==> config.mk <==
export PLATFORM = sky130hd
export DESIGN_NAME = serial_camera_command_engine
export DESIGN_NICKNAME = d
export VERILOG_FILES = /design/src/sv/scce_pkg.sv /design/src/sv/scce_front.sv /design/src/sv/scce_queue.sv /design/src/sv/scce_back.sv /design/src/sv/serial_camera_command_engine.sv
export SDC_FILE = /design/constraint.sdc
export NUM_CORES = 1
export LEC_CHECK = 0
export ABC_AREA = 1
export BUFFER_PORTS_ARGS = -buffer_cell sky130_fd_sc_hd__buf_2
export CAP_MARGIN = 20
export CORE_MARGIN = 8
export CORE_UTILIZATION = 49
export CTS_CLUSTER_SIZE = 40
export DETAILED_ROUTE_END_ITERATION = 12
export HOLD_SLACK_MARGIN = 0.06
export PLACE_DENSITY = 0.77
export SYNTH_ARGS = -nofsm -noshare
export SYNTH_HDL_FRONTEND = slang
export SYNTH_HIERARCHICAL = 1
export SYNTH_SLANG_ARGS = --single-unit
==> constraint.sdc <==
create_clock -name clk -period 12.65 [get_ports clk]
set_input_delay 0.6325 -clock clk [delete_from_list [all_inputs] [get_ports clk]]
set_output_delay 0.6325 -clock clk [all_outputs]
set_load 0.005 [all_outputs]
==> src/sv/scce_pkg.sv <==
// Shared types and constants of the serial camera command engine.
// Used by the front, queue, back and top-level modules; depends on nothing.
package scce_pkg;

  localparam int REPLY_DEPTH = 16;
  localparam int REPLY_FRAME = 8;
  localparam int CMD_BYTES = 5;
  localparam int QUEUE_DEPTH = 4;
  localparam int QUEUE_AW = $clog2(QUEUE_DEPTH);
  localparam logic [7:0] SYNC_VALUE = 8'hFF;
  localparam logic [15:0] REPLY_ACK_POS = 16'd3;
  localparam logic [15:0] REPLY_ECHO_POS = 16'd4;

  localparam logic [1:0] REG_ACK_CODE = 2'd0;
  localparam logic [1:0] REG_NAK_CODE = 2'd1;
  localparam logic [1:0] REG_WAIT_TICKS = 2'd2;
  localparam logic [1:0] REG_ATTEMPT_LIMIT = 2'd3;

  typedef enum logic [1:0] {
    OP_ISSUE = 2'd0,
    OP_RX    = 2'd1,
    OP_TICK  = 2'd2,
    OP_ARM   = 2'd3
  } op_t;

  typedef enum logic [1:0] {
    RES_TX      = 2'd0,
    RES_CAPTURE = 2'd1,
    RES_ACK     = 2'd2,
    RES_FAIL    = 2'd3
  } res_kind_t;

  typedef enum logic [2:0] {
    JOB_FRAME     = 3'd0,
    JOB_FRAME_ACK = 3'd1,
    JOB_CAPTURE   = 3'd2,
    JOB_ACK       = 3'd3,
    JOB_FAIL      = 3'd4
  } job_kind_t;

  typedef struct packed {
    job_kind_t                        kind;
    logic [CMD_BYTES-1:0][7:0]        bytes;
  } job_t;

  typedef struct packed {
    logic [7:0] ack_code;
    logic [7:0] nak_code;
    logic [7:0] wait_ticks;
    logic [3:0] attempt_limit;
  } cfg_t;

endpackage

==> src/sv/scce_front.sv <==
// Front end: accepts input items, keeps the command and reply state and
// turns each item into at most one job for the back end. Uses scce_pkg.
module scce_front (
  input  logic                clk,
  input  logic                rst_n,
  input  scce_pkg::cfg_t      cfg,
  input  logic                in_tvalid,
  output logic                in_tready,
  input  logic [79:0]         in_tdata,
  input  logic [1:0]          in_tuser,
  input  logic                q_full,
  output logic                push_valid,
  output scce_pkg::job_t      push_job
);
  import scce_pkg::*;

  logic [CMD_BYTES-1:0][7:0] cmd_r, cmd_nxt;
  logic        awaiting_r, awaiting_nxt;
  logic [3:0]  attempts_r, attempts_nxt;
  logic [7:0]  ticks_r, ticks_nxt;
  logic [15:0] skip_r, skip_nxt;
  logic [15:0] cap_r, cap_nxt;
  logic [15:0] count_r, count_nxt;
  logic [7:0]  reply3_r, reply3_nxt;
  logic [7:0]  reply4_r, reply4_nxt;

  logic        accept;
  op_t         op;
  logic [CMD_BYTES-1:0][7:0] cmd_in;
  logic [7:0]  rx_byte;
  logic [15:0] window_offset;
  logic [15:0] window_length;
  logic [7:0]  wait_load;
  logic [7:0]  tick_dec;
  logic        do_retry;

  assign in_tready     = !q_full;
  assign accept        = in_tvalid && in_tready;
  assign op            = op_t'(in_tuser);
  assign cmd_in        = in_tdata[39:0];
  assign rx_byte       = in_tdata[47:40];
  assign window_offset = in_tdata[63:48];
  assign window_length = in_tdata[79:64];
  assign wait_load     = (cfg.wait_ticks == 8'd0) ? 8'd1 : cfg.wait_ticks;
  assign tick_dec      = (ticks_r != 8'd0) ? ticks_r - 8'd1 : 8'd0;

  always_comb begin
    cmd_nxt       = cmd_r;
    awaiting_nxt  = awaiting_r;
    attempts_nxt  = attempts_r;
    ticks_nxt     = ticks_r;
    skip_nxt      = skip_r;
    cap_nxt       = cap_r;
    count_nxt     = count_r;
    reply3_nxt    = reply3_r;
    reply4_nxt    = reply4_r;
    push_valid    = 1'b0;
    push_job.kind = JOB_ACK;
    push_job.bytes = cmd_r;
    do_retry      = 1'b0;
    if (accept) begin
      unique case (op)
        OP_ISSUE: begin
          cmd_nxt        = cmd_in;
          count_nxt      = '0;
          push_valid     = 1'b1;
          push_job.bytes = cmd_in;
          if (cmd_in[0] == cfg.ack_code || cmd_in[0] == cfg.nak_code) begin
            awaiting_nxt  = 1'b0;
            push_job.kind = JOB_FRAME_ACK;
          end else begin
            awaiting_nxt  = 1'b1;
            attempts_nxt  = (cfg.attempt_limit != 4'd0) ? cfg.attempt_limit - 4'd1 : 4'd0;
            ticks_nxt     = wait_load;
            push_job.kind = JOB_FRAME;
          end
        end
        OP_RX: begin
          if (count_r < 16'(REPLY_DEPTH)) begin
            if (count_r == REPLY_ACK_POS) begin
              reply3_nxt = rx_byte;
            end
            if (count_r == REPLY_ECHO_POS) begin
              reply4_nxt = rx_byte;
            end
          end else if (skip_r != 16'd0) begin
            skip_nxt = skip_r - 16'd1;
          end else if (cap_r != 16'd0) begin
            cap_nxt           = cap_r - 16'd1;
            push_valid        = 1'b1;
            push_job.kind     = JOB_CAPTURE;
            push_job.bytes[0] = rx_byte;
          end
          if (count_r != 16'hFFFF) begin
            count_nxt = count_r + 16'd1;
          end
        end
        OP_TICK: begin
          if (awaiting_r) begin
            if (count_r >= 16'(REPLY_FRAME)) begin
              if (reply3_r == cfg.ack_code && reply4_r == cmd_r[0]) begin
                awaiting_nxt  = 1'b0;
                push_valid    = 1'b1;
                push_job.kind = JOB_ACK;
              end else begin
                do_retry = 1'b1;
              end
            end else begin
              ticks_nxt = tick_dec;
              do_retry  = (tick_dec == 8'd0);
            end
            if (do_retry) begin
              push_valid = 1'b1;
              if (attempts_r == 4'd0) begin
                awaiting_nxt  = 1'b0;
                push_job.kind = JOB_FAIL;
              end else begin
                attempts_nxt  = attempts_r - 4'd1;
                ticks_nxt     = wait_load;
                count_nxt     = '0;
                push_job.kind = JOB_FRAME;
              end
            end
          end
        end
        OP_ARM: begin
          skip_nxt = window_offset;
          cap_nxt  = window_length;
        end
        default: begin
        end
      endcase
    end
  end

  always_ff @(posedge clk) begin
    if (!rst_n) begin
      cmd_r      <= '0;
      awaiting_r <= 1'b0;
      attempts_r <= '0;
      ticks_r    <= '0;
      skip_r     <= '0;
      cap_r      <= '0;
      count_r    <= '0;
      reply3_r   <= '0;
      reply4_r   <= '0;
    end else begin
      cmd_r      <= cmd_nxt;
      awaiting_r <= awaiting_nxt;
      attempts_r <= attempts_nxt;
      ticks_r    <= ticks_nxt;
      skip_r     <= skip_nxt;
      cap_r      <= cap_nxt;
      count_r    <= count_nxt;
      reply3_r   <= reply3_nxt;
      reply4_r   <= reply4_nxt;
    end
  end

endmodule

==> src/sv/scce_queue.sv <==
// Short job queue between the front and back ends.
// Uses scce_pkg for the job type and depth.
module scce_queue (
  input  logic           clk,
  input  logic           rst_n,
  input  logic           push_valid,
  input  scce_pkg::job_t push_job,
  output logic           full,
  input  logic           pop,
  output logic           head_valid,
  output scce_pkg::job_t head_job
);
  import scce_pkg::*;

  job_t                mem [QUEUE_DEPTH];
  logic [QUEUE_AW-1:0] wr_ptr_r, wr_ptr_nxt;
  logic [QUEUE_AW-1:0] rd_ptr_r, rd_ptr_nxt;
  logic [QUEUE_AW:0]   count_r, count_nxt;
  logic                do_push;
  logic                do_pop;

  assign full       = (count_r == (QUEUE_AW+1)'(QUEUE_DEPTH));
  assign head_valid = (count_r != '0);
  assign head_job   = mem[rd_ptr_r];
  assign do_push    = push_valid && !full;
  assign do_pop     = pop && head_valid;

  always_comb begin
    wr_ptr_nxt = do_push ? wr_ptr_r + 1'b1 : wr_ptr_r;
    rd_ptr_nxt = do_pop ? rd_ptr_r + 1'b1 : rd_ptr_r;
    count_nxt  = count_r + (QUEUE_AW+1)'(do_push) - (QUEUE_AW+1)'(do_pop);
  end

  always_ff @(posedge clk) begin
    if (do_push) begin
      mem[wr_ptr_r] <= push_job;
    end
  end

  always_ff @(posedge clk) begin
    if (!rst_n) begin
      wr_ptr_r <= '0;
      rd_ptr_r <= '0;
      count_r  <= '0;
    end else begin
      wr_ptr_r <= wr_ptr_nxt;
      rd_ptr_r <= rd_ptr_nxt;
      count_r  <= count_nxt;
    end
  end

endmodule

==> src/sv/scce_back.sv <==
// Back end: expands each job into result items, one per cycle unless
// stalled, into an output register. Uses scce_pkg job and result types.
module scce_back #(
  parameter int SYNC_BYTES = 3
) (
  input  logic           clk,
  input  logic           rst_n,
  input  logic           head_valid,
  input  scce_pkg::job_t head_job,
  output logic           pop,
  output logic           out_tvalid,
  input  logic           out_tready,
  output logic [7:0]     out_tdata,
  output logic [1:0]     out_tuser,
  output logic           out_tlast
);
  import scce_pkg::*;

  localparam int IW = $clog2(SYNC_BYTES + CMD_BYTES + 1);
  localparam logic [IW-1:0] SYNC_END  = IW'(SYNC_BYTES);
  localparam logic [IW-1:0] FRAME_END = IW'(SYNC_BYTES + CMD_BYTES);

  job_t          cur_r, cur_nxt;
  logic          cur_valid_r, cur_valid_nxt;
  logic [IW-1:0] idx_r, idx_nxt;
  logic          out_valid_r, out_valid_nxt;
  logic [7:0]    out_data_r, out_data_nxt;
  res_kind_t     out_kind_r, out_kind_nxt;
  logic          out_last_r, out_last_nxt;

  logic          emit;
  logic          is_last;
  logic [IW-1:0] last_idx;
  logic [IW-1:0] byte_sel;
  logic [7:0]    cmd_byte;
  res_kind_t     res_kind;
  logic [7:0]    res_data;

  assign byte_sel = idx_r - SYNC_END;

  always_comb begin
    unique case (byte_sel[2:0])
      3'd0:    cmd_byte = cur_r.bytes[0];
      3'd1:    cmd_byte = cur_r.bytes[1];
      3'd2:    cmd_byte = cur_r.bytes[2];
      3'd3:    cmd_byte = cur_r.bytes[3];
      3'd4:    cmd_byte = cur_r.bytes[4];
      default: cmd_byte = 8'd0;
    endcase
  end

  always_comb begin
    last_idx = '0;
    res_kind = RES_ACK;
    res_data = 8'd0;
    unique case (cur_r.kind)
      JOB_FRAME, JOB_FRAME_ACK: begin
        last_idx = (cur_r.kind == JOB_FRAME_ACK) ? FRAME_END : FRAME_END - 1'b1;
        if (idx_r < SYNC_END) begin
          res_kind = RES_TX;
          res_data = SYNC_VALUE;
        end else if (idx_r < FRAME_END) begin
          res_kind = RES_TX;
          res_data = cmd_byte;
        end
      end
      JOB_CAPTURE: begin
        res_kind = RES_CAPTURE;
        res_data = cur_r.bytes[0];
      end
      JOB_ACK:  res_kind = RES_ACK;
      JOB_FAIL: res_kind = RES_FAIL;
      default:  res_kind = RES_FAIL;
    endcase
  end

  assign emit    = cur_valid_r && (!out_valid_r || out_tready);
  assign is_last = (idx_r == last_idx);
  assign pop     = head_valid && (!cur_valid_r || (emit && is_last));

  always_comb begin
    cur_nxt       = cur_r;
    cur_valid_nxt = cur_valid_r;
    idx_nxt       = idx_r;
    if (emit) begin
      idx_nxt = idx_r + 1'b1;
      if (is_last) begin
        cur_valid_nxt = 1'b0;
      end
    end
    if (pop) begin
      cur_nxt       = head_job;
      cur_valid_nxt = 1'b1;
      idx_nxt       = '0;
    end
  end

  always_comb begin
    out_valid_nxt = out_valid_r;
    out_data_nxt  = out_data_r;
    out_kind_nxt  = out_kind_r;
    out_last_nxt  = out_last_r;
    if (emit) begin
      out_valid_nxt = 1'b1;
      out_data_nxt  = res_data;
      out_kind_nxt  = res_kind;
      out_last_nxt  = is_last;
    end else if (out_tready) begin
      out_valid_nxt = 1'b0;
    end
  end

  always_ff @(posedge clk) begin
    cur_r      <= cur_nxt;
    out_data_r <= out_data_nxt;
    out_kind_r <= out_kind_nxt;
    out_last_r <= out_last_nxt;
    idx_r      <= idx_nxt;
  end

  always_ff @(posedge clk) begin
    if (!rst_n) begin
      cur_valid_r <= 1'b0;
      out_valid_r <= 1'b0;
    end else begin
      cur_valid_r <= cur_valid_nxt;
      out_valid_r <= out_valid_nxt;
    end
  end

  assign out_tvalid = out_valid_r;
  assign out_tdata  = out_data_r;
  assign out_tuser  = out_kind_r;
  assign out_tlast  = out_last_r;

endmodule

==> src/sv/serial_camera_command_engine.sv <==
// Serial camera command engine: APB registers, front end, job queue, back end.
// Every input item is accepted whenever the job queue has room.
// A command frame leaves as SYNC_BYTES+5 result items (one more for an
// immediate acknowledge), one per cycle from the back-end sequencer unless
// the output stalls; other jobs give one item. Outputs are registered.
// Synchronous active-low reset clears control state, loads register defaults.
module serial_camera_command_engine #(
  parameter int SYNC_BYTES = 3
) (
  input  logic        clk,
  input  logic        rst_n,
  input  logic        in_tvalid,
  output logic        in_tready,
  // opcode, arg1, arg2, arg3, arg4, rx_byte, window_offset, window_length
  input  logic [79:0] in_tdata,
  // operation
  input  logic [1:0]  in_tuser,
  output logic        out_tvalid,
  input  logic        out_tready,
  // data_byte
  output logic [7:0]  out_tdata,
  // result_kind
  output logic [1:0]  out_tuser,
  output logic        out_tlast,
  input  logic        cfg_psel,
  input  logic        cfg_penable,
  input  logic        cfg_pwrite,
  input  logic [3:0]  cfg_paddr,
  input  logic [31:0] cfg_pwdata,
  output logic [31:0] cfg_prdata,
  output logic        cfg_pready
);
  import scce_pkg::*;

  cfg_t cfg_r, cfg_nxt;
  logic cfg_we;
  logic push_valid;
  job_t push_job;
  logic q_full;
  logic pop;
  logic head_valid;
  job_t head_job;

  assign cfg_pready = 1'b1;
  assign cfg_we     = cfg_psel && cfg_penable && cfg_pwrite && cfg_pready;

  always_comb begin
    cfg_nxt = cfg_r;
    if (cfg_we) begin
      unique case (cfg_paddr[3:2])
        REG_ACK_CODE:      cfg_nxt.ack_code      = cfg_pwdata[7:0];
        REG_NAK_CODE:      cfg_nxt.nak_code      = cfg_pwdata[7:0];
        REG_WAIT_TICKS:    cfg_nxt.wait_ticks    = cfg_pwdata[7:0];
        REG_ATTEMPT_LIMIT: cfg_nxt.attempt_limit = cfg_pwdata[3:0];
        default:           cfg_nxt = cfg_r;
      endcase
    end
  end

  always_comb begin
    unique case (cfg_paddr[3:2])
      REG_ACK_CODE:      cfg_prdata = {24'd0, cfg_r.ack_code};
      REG_NAK_CODE:      cfg_prdata = {24'd0, cfg_r.nak_code};
      REG_WAIT_TICKS:    cfg_prdata = {24'd0, cfg_r.wait_ticks};
      REG_ATTEMPT_LIMIT: cfg_prdata = {28'd0, cfg_r.attempt_limit};
      default:           cfg_prdata = 32'd0;
    endcase
  end

  always_ff @(posedge clk) begin
    if (!rst_n) begin
      cfg_r.ack_code      <= 8'd14;
      cfg_r.nak_code      <= 8'd15;
      cfg_r.wait_ticks    <= 8'd100;
      cfg_r.attempt_limit <= 4'd8;
    end else begin
      cfg_r <= cfg_nxt;
    end
  end

  scce_front u_front (
    .clk        (clk),
    .rst_n      (rst_n),
    .cfg        (cfg_r),
    .in_tvalid  (in_tvalid),
    .in_tready  (in_tready),
    .in_tdata   (in_tdata),
    .in_tuser   (in_tuser),
    .q_full     (q_full),
    .push_valid (push_valid),
    .push_job   (push_job)
  );

  scce_queue u_queue (
    .clk        (clk),
    .rst_n      (rst_n),
    .push_valid (push_valid),
    .push_job   (push_job),
    .full       (q_full),
    .pop        (pop),
    .head_valid (head_valid),
    .head_job   (head_job)
  );

  scce_back #(
    .SYNC_BYTES (SYNC_BYTES)
  ) u_back (
    .clk        (clk),
    .rst_n      (rst_n),
    .head_valid (head_valid),
    .head_job   (head_job),
    .pop        (pop),
    .out_tvalid (out_tvalid),
    .out_tready (out_tready),
    .out_tdata  (out_tdata),
    .out_tuser  (out_tuser),
    .out_tlast  (out_tlast)
  );

endmodule

Word-level counts from Yosys, hierarchy flattened
Memory sizes are Yosys's and may differ from the RTL's. A register that Yosys moved wholly into a read port is not among the register bits.
Cells that the tools add are included.
- logic and storage cells: 199
- flip-flop bits (word level): 169
- memories kept: 1
- input bits: 125
- RAM bits: 172
- output and inout port bits: 46
- memories (name ; depth ; width ; rd ports ; clocked after Yosys merged registers in ; write ports ; line ; source):
    u_queue.mem ; 4 ; 43 ; 1 ; 1 ; 1 ; scce_queue.sv:15 ; job_t mem [QUEUE_DEPTH];
- eq/ne operators: 31
- reduce and logical (&&, ||, !) cells: 48
- magnitude comparators: 4
- add/sub/neg operators: 12
- mux-type cells: 77
- operators with widths (cell ; count):
    $mux 16 ; 9
    $pmux 32 s4 ; 1
    $mux 8 ; 12
    $pmux 16 s2 ; 2
    $pmux 16 s3 ; 1
    $pmux 8 s2 ; 3
    $mux 43 ; 1
    $pmux 8 s5 ; 1
    $eq 8x8->1 ; 4
    $mux 32 ; 1
    $reduce_bool 16->1 ; 2
    $sub 16x1->16 const B ; 2
    $mux 4 ; 7
    $mux 1 ; 27
    $add 16x1->16 const B ; 1
    $eq 16x2->1 const B ; 1
    $eq 16x3->1 const B ; 1
    $ge 16x4->1 const B ; 1
    $logic_not 8->1 ; 2
    $lt 16x5->1 const B ; 1
    $ne 16x16->1 const B ; 1
    $reduce_and 4->1 ; 4
    $mux 3 ; 5
    $reduce_and 2->1 ; 7
    other kinds (36) ; 75

Depth between registers and ports, before layout
Gate-level depths: netlist of the first run.
- depth in word-level cells: 14
- depth in mapped cells: 20
- mapped depth without buffers: 20

By module
The synthesis of the first run kept the hierarchy.
- modules (own cells, without submodules) (module ; times used ; area each (µm²) ; seq. area each (µm²) ; cells an instance):
    scce_front ; 1 ; 7204.4 ; 2342.2 ; 1098
    scce_queue ; 1 ; 6832.8 ; 5345.1 ; 481
    scce_back ; 1 ; 2627.5 ; 1741.7 ; 234
    serial_camera_command_engine ; 1 ; 1534.0 ; 560.5 ; 229

Least setup slack after synthesis of the first run
No wires, ideal clock.
- path type: input port to flip-flop
- start: input port out_tready
- end: register u_queue.count_r[1]
- data arrival time: 4.793 ns
- library setup time: 0.109 ns
- buffers on the path: 0
- stages: 13
- path slack: 7.748 ns
- data required time: 12.541 ns
- cell sequence: inv_1 -> nand2_1 -> nand2_1 -> inv_1 -> nand4_1 -> a21oi_1 -> a21boi_0 -> ha_1 -> inv_1 -> ha_1 -> fa_1 -> nand2_1 -> inv_1
- cells in the longest elaborated chain, start to end: 7
- RTL lines (item ; line ; source):
    from (decl) ; serial_camera_command_engine.sv:19 ; input logic out_tready,
    $logic_or 1x1->1 ; scce_back.sv:77 ; assign emit = cur_valid_r && (!out_valid_r || out_tready);
    $logic_and 1x1->1 ; scce_back.sv:77 ;
    net u_back.emit ; scce_back.sv:31 ; logic emit;
    $logic_and 1x1->1 ; scce_back.sv:79 ; assign pop = head_valid && (!cur_valid_r || (emit && is_last));
    $logic_or 1x1->1 ; scce_back.sv:79 ;
    $logic_and 1x1->1 ; scce_back.sv:79 ;
    net pop ; serial_camera_command_engine.sv:40 ; logic pop;
    $logic_and 1x1->1 ; scce_queue.sv:26 ; assign do_pop = pop && head_valid;
    net u_queue.do_pop ; scce_queue.sv:20 ; logic do_pop;
    $sub 3x1->3 ; scce_queue.sv:31 ; count_nxt = count_r + (QUEUE_AW+1)'(do_push) - (QUEUE_AW+1)'(do_pop);
    net u_queue.count_nxt[1] ; scce_queue.sv:18 ; logic [QUEUE_AW:0] count_r, count_nxt;
    to (signal assigned) ; scce_queue.sv:48 ; count_r <= count_nxt;
    to (decl) ; scce_queue.sv:18 ;
The timed path passes the listed nets, and every way through them passes these cells.
A chain may end at the register's enable or synchronous reset.

Final worst setup path of the first run
- start: register u_front.skip_r[0]
- end: memory u_queue/mem[0][29] (netlist bit), enable pin
- cells in the longest elaborated chain, start to end: 8
- RTL lines (item ; line ; source):
    from (decl) ; scce_front.sv:21 ; logic [15:0] skip_r, skip_nxt;
    from (signal assigned) ; scce_front.sv:152 ; skip_r <= skip_nxt;
    $reduce_bool 16->1 ; scce_front.sv:86 ; end else if (skip_r != 16'd0) begin
    $mux 1 ; scce_front.sv:86 ;
    $mux 1 ; scce_front.sv:79 ; if (count_r < 16'(REPLY_DEPTH)) begin
    $pmux 1 s3 ; scce_front.sv:62 ; unique case (op)
    $mux 1 ; scce_front.sv:61 ; if (accept) begin
    net push_valid ; serial_camera_command_engine.sv:37 ; logic push_valid;
    $logic_and 1x1->1 ; scce_queue.sv:25 ; assign do_push = push_valid && !full;
    $mux 1 ; scce_queue.sv:35 ; if (do_push) begin
    $mux 1 (not written as such) ; scce_queue.sv:36 ; mem[wr_ptr_r] <= push_job;
    to (decl) ; scce_queue.sv:15 ;
The timed path passes the listed nets, and every way through them passes these cells.

==> flow_metrics.tcl, run 1 <==
set metrics [dict create \
    status "finished, final reports clean" \
    drv_slew 0 \
    critical_path_peak_fanout 23 \
    cts_tree "built" \
    numPortBuffers 119 \
    rows 70 \
    clk_latency_ns 0.54 \
    hp-class "in -> reg" \
    rsz0062_at_grt "false" \
    syn_avg_cell_area_um2 8.91 \
    max_freq_mhz 239 \
    netlist_top_cells_area "edfxtp_1, dfxtp_1, nand2_1" \
    worstPathRequired_ns 12.85 \
    synth_edf_count 226 \
    hpwlAfterDp_um 27800 \
    fin_worst_skew_ns 0.0285 \
    nFillCells 3202 \
    grt_pass1_vias 13500 \
    cts_sinks 386 \
    synth-seq-cells 386 \
    max-slew-margin-rel 0.320 \
    layout.nets 2273 \
    min_period_ns 4.18 \
    clock_path_buffers 3 \
    setup_tns_ns 0 \
    fp.dieH_um 209 \
    htree_levels 2 \
    setup_ws_ns 8.47 \
    core_area_mm2 0.0366 \
    criticalPathCategory "reg -> reg" \
    worstMarginPinSlew_ns 1.02 \
    setup_viol_count_final 0 \
    synth_top_family_by_area "simple AND/OR/NAND/NOR gates" \
    die_x_um 209 \
    synth_area_leader_cell "edfxtp_1" \
    grt_use_total 0.192 \
    arrival_ns 4.39 \
    yosys.area.top_type_share 0.373 \
    place.gp.congestion 0.904 \
    synthToLayoutAreaGrowth_pct 11.7 \
    period_share 0.331 \
    yosys.area_share.simple 0.218 \
    synthArstFlopShare 0 \
    wl_um 43400 \
    ys_seq_area_frac 0.549 \
    antennaDiodeCount 0 \
    ant_nets 0 \
    synthAdderAreaFrac 0.0135 \
    cts_made_buffers 41 \
    power.leakage_nw 8.28 \
    via_count 14100 \
    pre_cts_ws_ns 8.47 \
    peakVddDrop_uv 113 \
    p_total_w 0.00364 \
    root_buffer "clkbuf_16" \
    dieArea_mm2 0.0436 \
    drtPass1Iterations 5 \
    initialDrtViolationCount 1042 \
    critPathCaptureType "register" \
    start_kind "register" \
    drive_gt1_frac 0.137 \
    ff2ff_path_depth 13 \
    cts_hold_buffers 0 \
    io_pins 171 \
    synth-xor-area-share 0.0226 \
    synth.distinct_cells 50 \
    maxCapViolCount 0 \
    start_util 0.497 \
    grt_first_pass_wirelength_um 69100 \
    ys.flop_type "edfxtp_1" \
    cts_repair_resize_count 0 \
    clkTransAtPathRegs_ns 0.06 \
    muxShareOfSynthArea 0 \
    antenna_found_initial 0 \
    syn_area_mm2 0.0182 \
    hold_depth 3 \
    drc 0 \
    wl_per_cell_um 16.5 \
    via_per_inst 5.36 \
    post_cts_buffers 0 \
    powerDensity_mw_per_mm2 179 \
    grt_max_degree 87 \
    grt-ovfl-total 0 \
    yosysWarningCount 6 \
    hold_viol 0 \
    syn_inst 2042 \
    synth_compound_area_frac 0.115 \
]
[per-stage QoR]
step | hold slack (ns) | utilization | cell area (um^2) | std cells
after floorplan | 0.435 | - | 18300 | 2065
after global placement | 0.445 | 0.516 | 18900 | 2552
after detailed placement | 0.450 | 0.516 | 18900 | 2552
after CTS | 0.310 | 0.554 | 20300 | 2627
after global routing | 0.343 | 0.556 | 20300 | 2629
final | 0.333 | 0.556 | 20300 | 2629
[cells by family after synthesis]
group,after synthesis
other,2
AOI/OAI and AO/OA,388
xor gates and xnor gates,47
adders and majority gates,19
buffers and inverters,313
and+or+nand+nor,887
DFF,386
[state kept, by name (all words and copies together), names as in the netlist, 3 cells and up, named ones only]
signal / cells
cfg_r: 28
u_back/cur_r: 43
u_back/idx_r: 4
u_back/out_tdata: 8
u_front/attempts_r: 4
u_front/cap_r: 16
u_front/cmd_r: 40
u_front/count_r: 16
u_front/reply3_r: 8
u_front/reply4_r: 8
u_front/skip_r: 16
u_front/ticks_r: 8
u_queue/count_r: 3
u_queue/mem: 172
[routing by layer]
metal	share of wire	vias to the layer above	track usage
met5	0	-	0
met4	0.020	0	0.0518
met3	0.059	76	0.0346
met2	0.50	410	0.341
met1	0.42	6582	0.236
li1	-	7021	-
[layout by cell type (no fill, tap or decap), types with 64 or more instances in the layout]
master and instances:
nor2_1 305, o21ai_0 203, a21oi_1 85, buf_2 119, nand3_1 109, inv_1 182, dfxtp_1 158, nand2_1 314
nand4_1 64, edfxtp_1 226
[power breakdown]
part           internal [W]  switching, W  total, W
registers           0.00154     0.0000835   0.00162
logic              0.000233      0.000537  0.000770
clock network      0.000761      0.000485   0.00125
[layout make-up]
class                           instances  area, um^2  area share
Multi-Input combinational cell       1366        6860       0.337
Clock buffer                           58        1190      0.0588
Clock inverter                         17         223      0.0110
Inverter                              201         757      0.0372
Sequential cell                       386        9990       0.491
Timing Repair Buffer                  133         724      0.0356
Tap cell                              468         586      0.0288
[synth_stat cells (all sizes together), types with 2 or more instances]
| cell | instances |
|---|---|
| nand2 | 326 |
| buf | 74 |
| o21a | 5 |
| nand3 | 115 |
| a21oi | 90 |
| xor2 | 20 |
| nand4 | 64 |
| a311oi | 2 |
| nor4 | 3 |
| dfxtp | 160 |
| a211oi | 5 |
| ha | 18 |
| a31oi | 9 |
| a22oi | 7 |
| clkbuf | 38 |
| nor3 | 15 |
| a21boi | 3 |
| nor2 | 325 |
| or2 | 36 |
| edfxtp | 226 |
| nor3b | 2 |
| conb | 2 |
| inv | 199 |
| o21ai | 217 |
| o22ai | 47 |
| clkinv | 2 |
| xnor2 | 27 |
[worst max-delay path: stages, from the launching register on]
cell and delay [ns]:
dfxtp_1 0.32, inv_1 0.18, ha_1 0.30, nand2_1 0.11, nor3_2 0.18, nand4_1 0.16
nor2_1 0.18, nand2_1 0.12, nor2_2 0.37, a21oi_1 0.08, a21oi_1 0.33, nand2_1 0.34
nor2_4 0.69, buf_4 0.46
[path summary, 6_finish.rpt]
path / startpoint / endpoint / slack (ns)
max: u_front/skip_r[0] / u_queue/mem[0][29] / 8.47
min: cfg_pwdata[0] / cfg_r[12] / 0.33
min reg2reg: u_front/reply4_r[2] / u_front/reply4_r[2] / 0.46
max reg2reg: u_front/skip_r[0] / u_queue/mem[0][29] / 8.47
Note: power is estimated with default switching activity, not from simulation.
==> inputs of run 2 (changes only) <==
Clock period 12.65 ns to 3.9 ns, I/O delays scaled along.
==> run 2 against run 1 <==
Clock-buffer cell count fell by 7. Register-to-register slack got worse by 8.0 ns. Worst hold slack got worse by 0.28 ns. Cell area rose by 3.6%. Worst setup slack got worse by 8.0 ns. Global-route usage rose by 0.26 points. Die area did not move. Sequential power rose to 3.3 times the previous value. Critical path type unchanged. Highest routed layer unchanged.
==> flow_metrics.tcl, run 2 (synthesis gave the netlist of run 1 again) <==
set metrics [dict create \
    status "finished, final reports clean" \
    cts_sinks 386 \
    share_comb_of_total_power 0.221 \
    seqPwrFrac 0.453 \
    arrival_ns 3.87 \
    grt_use_total 0.194 \
    drv_slew 0 \
    nFillCells 3114 \
    powerDensity_mw_per_mm2 553 \
    final_area_mm2 0.0211 \
    cts_repair_resize_count 0 \
    period_share 0.877 \
    wl_per_cell_um 16.2 \
    p_total_w 0.0117 \
    p_int_w 0.00803 \
    fin_worst_skew_ns 0.0177 \
    grt.busiest_layer "met2" \
    largest_reg_flops 172 \
    cp_cell_sequence "inv_1 -> ha_1 -> nand2_1 -> nor3_2 -> nand4_1 -> nor2_1 -> nand2_1 -> nor2_2 -> a21oi_1 -> a21oi_1 -> nand2_1 -> ha_1 -> inv_1 -> ha_1 -> fa_1 -> nand3_1 -> nand2_1 -> nor2_1" \
    dieArea_mm2 0.0436 \
    clkTransAtPathRegs_ns 0.06 \
    place.gp.congestion 0.896 \
    cts_made_buffers 41 \
    antenna_found_initial 0 \
    grt_max_degree 87 \
    drive_gt1_frac 0.133 \
    hp-class "in -> reg" \
    grt-ovfl-total 0 \
    p_switching_w 0.00362 \
    grtUsageMet2 0.349 \
    final_common_cell "nand2_1" \
    root_buffer "clkbuf_16" \
    max_freq_mhz 292 \
    fp.dieH_um 209 \
    core_area_mm2 0.0366 \
    maxCapViolCount 0 \
    io_pins 171 \
    critical_path_peak_fanout 6 \
    grt_first_pass_wirelength_um 70800 \
    grt_pass1_vias 14000 \
    initialDrtViolationCount 1161 \
    drc 0 \
    crit_slowest_cell "fa_1" \
    rsz0062_at_grt "false" \
    cpPeakStageDelay_ns 0.41 \
    clock_path_buffers 3 \
    wl_um 43900 \
    start_kind "register" \
    cp_common_cell "nand2_1" \
    place_area_mm2 0.0190 \
    htree_levels 2 \
    drtPass1Iterations 6 \
    top_register "u_queue/mem" \
    worstPathRequired_ns 4.35 \
    power.share.switching 0.311 \
    cts_tree "built" \
    clk_latency_ns 0.53 \
    max-slew-margin-rel 0.262 \
    reg_top3 "u_queue/mem x172, u_back/cur_r x43, u_front/cmd_r x40" \
    criticalPathCategory "reg -> reg" \
    synthToLayoutAreaGrowth_pct 15.7 \
    ant_nets 0 \
    clockPowerShare 0.326 \
    via_count 14600 \
    min_period_ns 3.42 \
    setup_viol_count_final 0 \
    die_x_um 209 \
    multi_input_area_mm2 0.00686 \
    rows 70 \
    peakVddDrop_uv 334 \
    hpwlAfterDp_um 28400 \
    setup_ws_ns 0.479 \
    hold_viol 0 \
    pre_cts_ws_ns 0.529 \
    regArea_mm2 0.00999 \
    use_met1 0.242 \
    worstMarginPinSlew_ns 1.11 \
    via_per_inst 5.40 \
    power.leakage_nw 8.55 \
    critPathCaptureType "register" \
    start_util 0.497 \
    final_cell_mix "nand2_1, nor2_1, edfxtp_1" \
    use_met3 0.0275 \
    numPortBuffers 119 \
    antennaDiodeCount 0 \
    fin_util 0.575 \
    layout.nets 2351 \
]
[run 2: cell count changes in the layout (fill, tap and decap cells not counted), sizes merged]
cell	previous run	this run
buf	133	137
bufinv	5	3
clkbuf	58	51
clkinv	11	17
clkinvlp	1	6
dlygate4sd3	0	74
inv	201	200
[run 2: worst paths after layout]
| kind | startpoint | endpoint | slack [ns] | cells after the start |
|---|---|---|---|---|
| worst min-delay path | in_tdata[14] | u_front/cmd_r[14] | 0.05 | 3 |
| worst min register to register | u_front/reply4_r[6] | u_front/reply4_r[6] | 0.46 | 2 |
| worst max register to register | u_front/skip_r[0] | u_queue/count_r[2] | 0.48 | 18 |
| worst max-delay path | u_front/skip_r[0] | u_queue/count_r[2] | 0.48 | 18 |
[run 2: per-stage QoR]
step / hold slack [ns] / setup TNS, ns / cells
after floorplan: 0.288 / -51.65 / 2065
after global placement: 0.426 / 0 / 2557
after detailed placement: 0.429 / 0 / 2557
after CTS: 0.0602 / 0 / 2707
after global routing: 0.0889 / 0 / 2708
final: 0.0525 / 0 / 2708
[run 2: power groups by stage]
stage	Sequential [W]	Combinational (W)	Clock (W)
6_report	0.00527	0.00258	0.00380
5_1_grt	0.00531	0.00289	0.00402
3_3_place_gp	0.00534	0.00240	0
4_1_cts	0.00527	0.00256	0.00387
3_5_place_dp	0.00535	0.00248	0
2_1_floorplan	0.00526	0.00188	0
[run 2: repair_timing]
action,4_1_cts,5_1_grt
hold endpoints to repair,115,0
hold buffers,74,0
buffers inserted,0,0
[run 2: layer usage]
layer | share of wire | vias to the layer above
met5 | 0 | -
met2 | 0.50 | 476
met1 | 0.42 | 6904
met4 | 0.018 | 0
li1 | - | 7178
met3 | 0.059 | 68
[run 2: area by class of cell]
type,count,area share
sequential,386,0.474
multi-input combinational,1366,0.326
inverter,201,0.0359
clock inverter,25,0.0104
tap,468,0.0278
clock buffer,51,0.0525
timing repair buffer,211,0.0732
[run 2: worst max-delay path, delay by kind of cell (launching register included)]
family	cells	cell delay, ns
AND/OR/NAND/NOR	10	1.30
adder cells (fa/ha/maj)	4	1.17
AO/OA/AOI/OAI	2	0.36
flip-flops	1	0.32
buffers and inverters	2	0.19
==> inputs of run 3 (changes only) <==
Settings changed: CORE_MARGIN 8 to 2.
==> run 3 against run 2 <==
Register-to-register slack improved by 0.05 ns. Clock power rose by 3%. Wire length fell by 2.0%. Global-route usage rose by 2.6 points. Critical path depth fell by 1. Core utilization rose by 0.41 points.
==> flow_metrics.tcl, run 3 (synthesis gave the netlist of run 1 again) <==
set metrics [dict create \
    status "finished, final reports clean" \
    hpwlAfterDp_um 27500 \
    ff2ff_path_depth 17 \
    fp.dieH_um 197 \
    critical_path_peak_fanout 6 \
    start_util 0.497 \
    cp_common_cell "nand2_1" \
    worstPathRequired_ns 4.36 \
    initialDrtViolationCount 977 \
    p_total_w 0.0118 \
    via_count 14600 \
    wl_per_cell_um 15.8 \
    final_common_cell "nand2_1" \
    cpPeakStageDelay_ns 0.52 \
    hold_depth 3 \
    max-slew-margin-rel 0.350 \
    synthToLayoutAreaGrowth_pct 16.5 \
    crit_slowest_cell "fa_1" \
    arrival_ns 3.83 \
    drive_gt1_frac 0.135 \
    final_cell_mix "nand2_1, nor2_1, edfxtp_1" \
    period_share 0.864 \
    core_area_mm2 0.0366 \
    peakVddDrop_uv 356 \
    reg_top3 "u_queue/mem x172, u_back/cur_r x43, u_front/cmd_r x40" \
    drtPass1Iterations 5 \
    wl_um 43000 \
    place.gp.congestion 0.875 \
    cts_repair_resize_count 0 \
    antenna_found_initial 0 \
    numPortBuffers 119 \
    min_period_ns 3.37 \
    setup_viol_count_final 0 \
    start_kind "register" \
    critPathCaptureType "register" \
    path_buf_inv 3 \
    crit_family "adder cells" \
    dieArea_mm2 0.0387 \
    hold_viol 0 \
    root_buffer "clkbuf_16" \
    cp_cell_sequence "inv_1 -> ha_1 -> nand2_1 -> nor3_2 -> nand4_1 -> nor2_1 -> nand2_1 -> nor2_2 -> a21oi_1 -> a21oi_1 -> nand2_1 -> ha_1 -> inv_1 -> ha_1 -> fa_1 -> nand2_1 -> inv_1" \
    path_depth 17 \
    layout.nets 2365 \
    grt-ovfl-total 0 \
    cts_made_buffers 41 \
    htree_levels 2 \
    ant_nets 0 \
    powerDensity_mw_per_mm2 555 \
    drv_slew 0 \
    top_register "u_queue/mem" \
    power.leakage_nw 8.67 \
    cts_sinks 386 \
    grt_first_pass_wirelength_um 69200 \
    io_pins 171 \
    worstMarginPinSlew_ns 0.975 \
    max_freq_mhz 297 \
    post_cts_buffers 0 \
    clock_path_buffers 3 \
    grt_use_total 0.221 \
    rows 70 \
    rsz0062_at_grt "false" \
    fin_worst_skew_ns 0.0203 \
    die_x_um 197 \
    maxCapViolCount 0 \
    grt_max_degree 87 \
    cts_tree "built" \
    drc 0 \
    grt_pass1_vias 14000 \
    criticalPathCategory "reg -> reg" \
    clk_latency_ns 0.54 \
    antennaDiodeCount 0 \
    hp-class "in -> reg" \
    fin_util 0.579 \
    clkTransAtPathRegs_ns 0.06 \
    via_per_inst 5.36 \
    largest_reg_flops 172 \
]
run 3: changes by cell type in the layout (fill, tap and decap cells not counted), moves of 3 or more:
cell,delta
clkbuf_8,+6
dlygate4sd3_1,+10
clkinv_1,-5
clkbuf_1,+3
buf_4,+6
clkinvlp_4,-5
run 3: timing repair:
item / in CTS / in global routing
hold endpoints to repair: 116 / 0
setup endpoints to repair: 0 / 0
hold buffers: 84 / 0
run 3: per-stage QoR:
step / hold slack [ns] / setup WS [ns] / std cells / area (um^2) / TNS, ns
CTS: 0.0602 / 0.549 / 2720 / 21200 / 0
finish: 0.0393 / 0.531 / 2721 / 21200 / 0
global route: 0.0645 / 0.231 / 2721 / 21200 / 0
global placement: 0.432 / 0.591 / 2561 / 19000 / 0
detailed placement: 0.434 / 0.565 / 2561 / 19000 / 0
floorplan: 0.288 / -0.300 / 2065 / 18300 / -51.65
run 3: worst paths after layout:
| path | from | to | slack [ns] |
|---|---|---|---|
| setup / recovery | u_front/skip_r[0] | u_queue/count_r[1] | 0.53 |
| hold / removal | in_tdata[12] | u_front/cmd_r[12] | 0.04 |
| setup reg to reg | u_front/skip_r[0] | u_queue/count_r[1] | 0.53 |
| hold reg to reg | u_front/reply3_r[7] | u_front/reply3_r[7] | 0.46 |
run 3: cell type report:
type	instances	area, um^2
clock buffer	59	1170
timing repair buffer	225	1650
inverter	201	757
tap	468	586
fill	3131	15400
sequential	386	9990
clock inverter	16	194
multi-input combinational	1366	6860
run 3: power by group:
group	total, W	internal, W	switching, W	leakage [nW]
clock network	0.00392	0.00236	0.00156	0.675
registers	0.00527	0.00500	0.000272	3.40
logic	0.00258	0.000823	0.00175	4.60
run 3: layer usage:
layer  GRT usage  routed length [um]  part of all wire
met2       0.388               21300              0.50
met5           0                   0                 0
met4      0.0691                 961             0.022
met1       0.281               18200              0.42
met3      0.0325                2540             0.059
run 3: worst min-delay path, delay by kind of cell:
kind / cells / cell delay, ns
AOI/OAI and AO/OA: 1 / 0.14
and+or+nand+nor: 1 / 0.11
buffers and inverters: 1 / 0.08
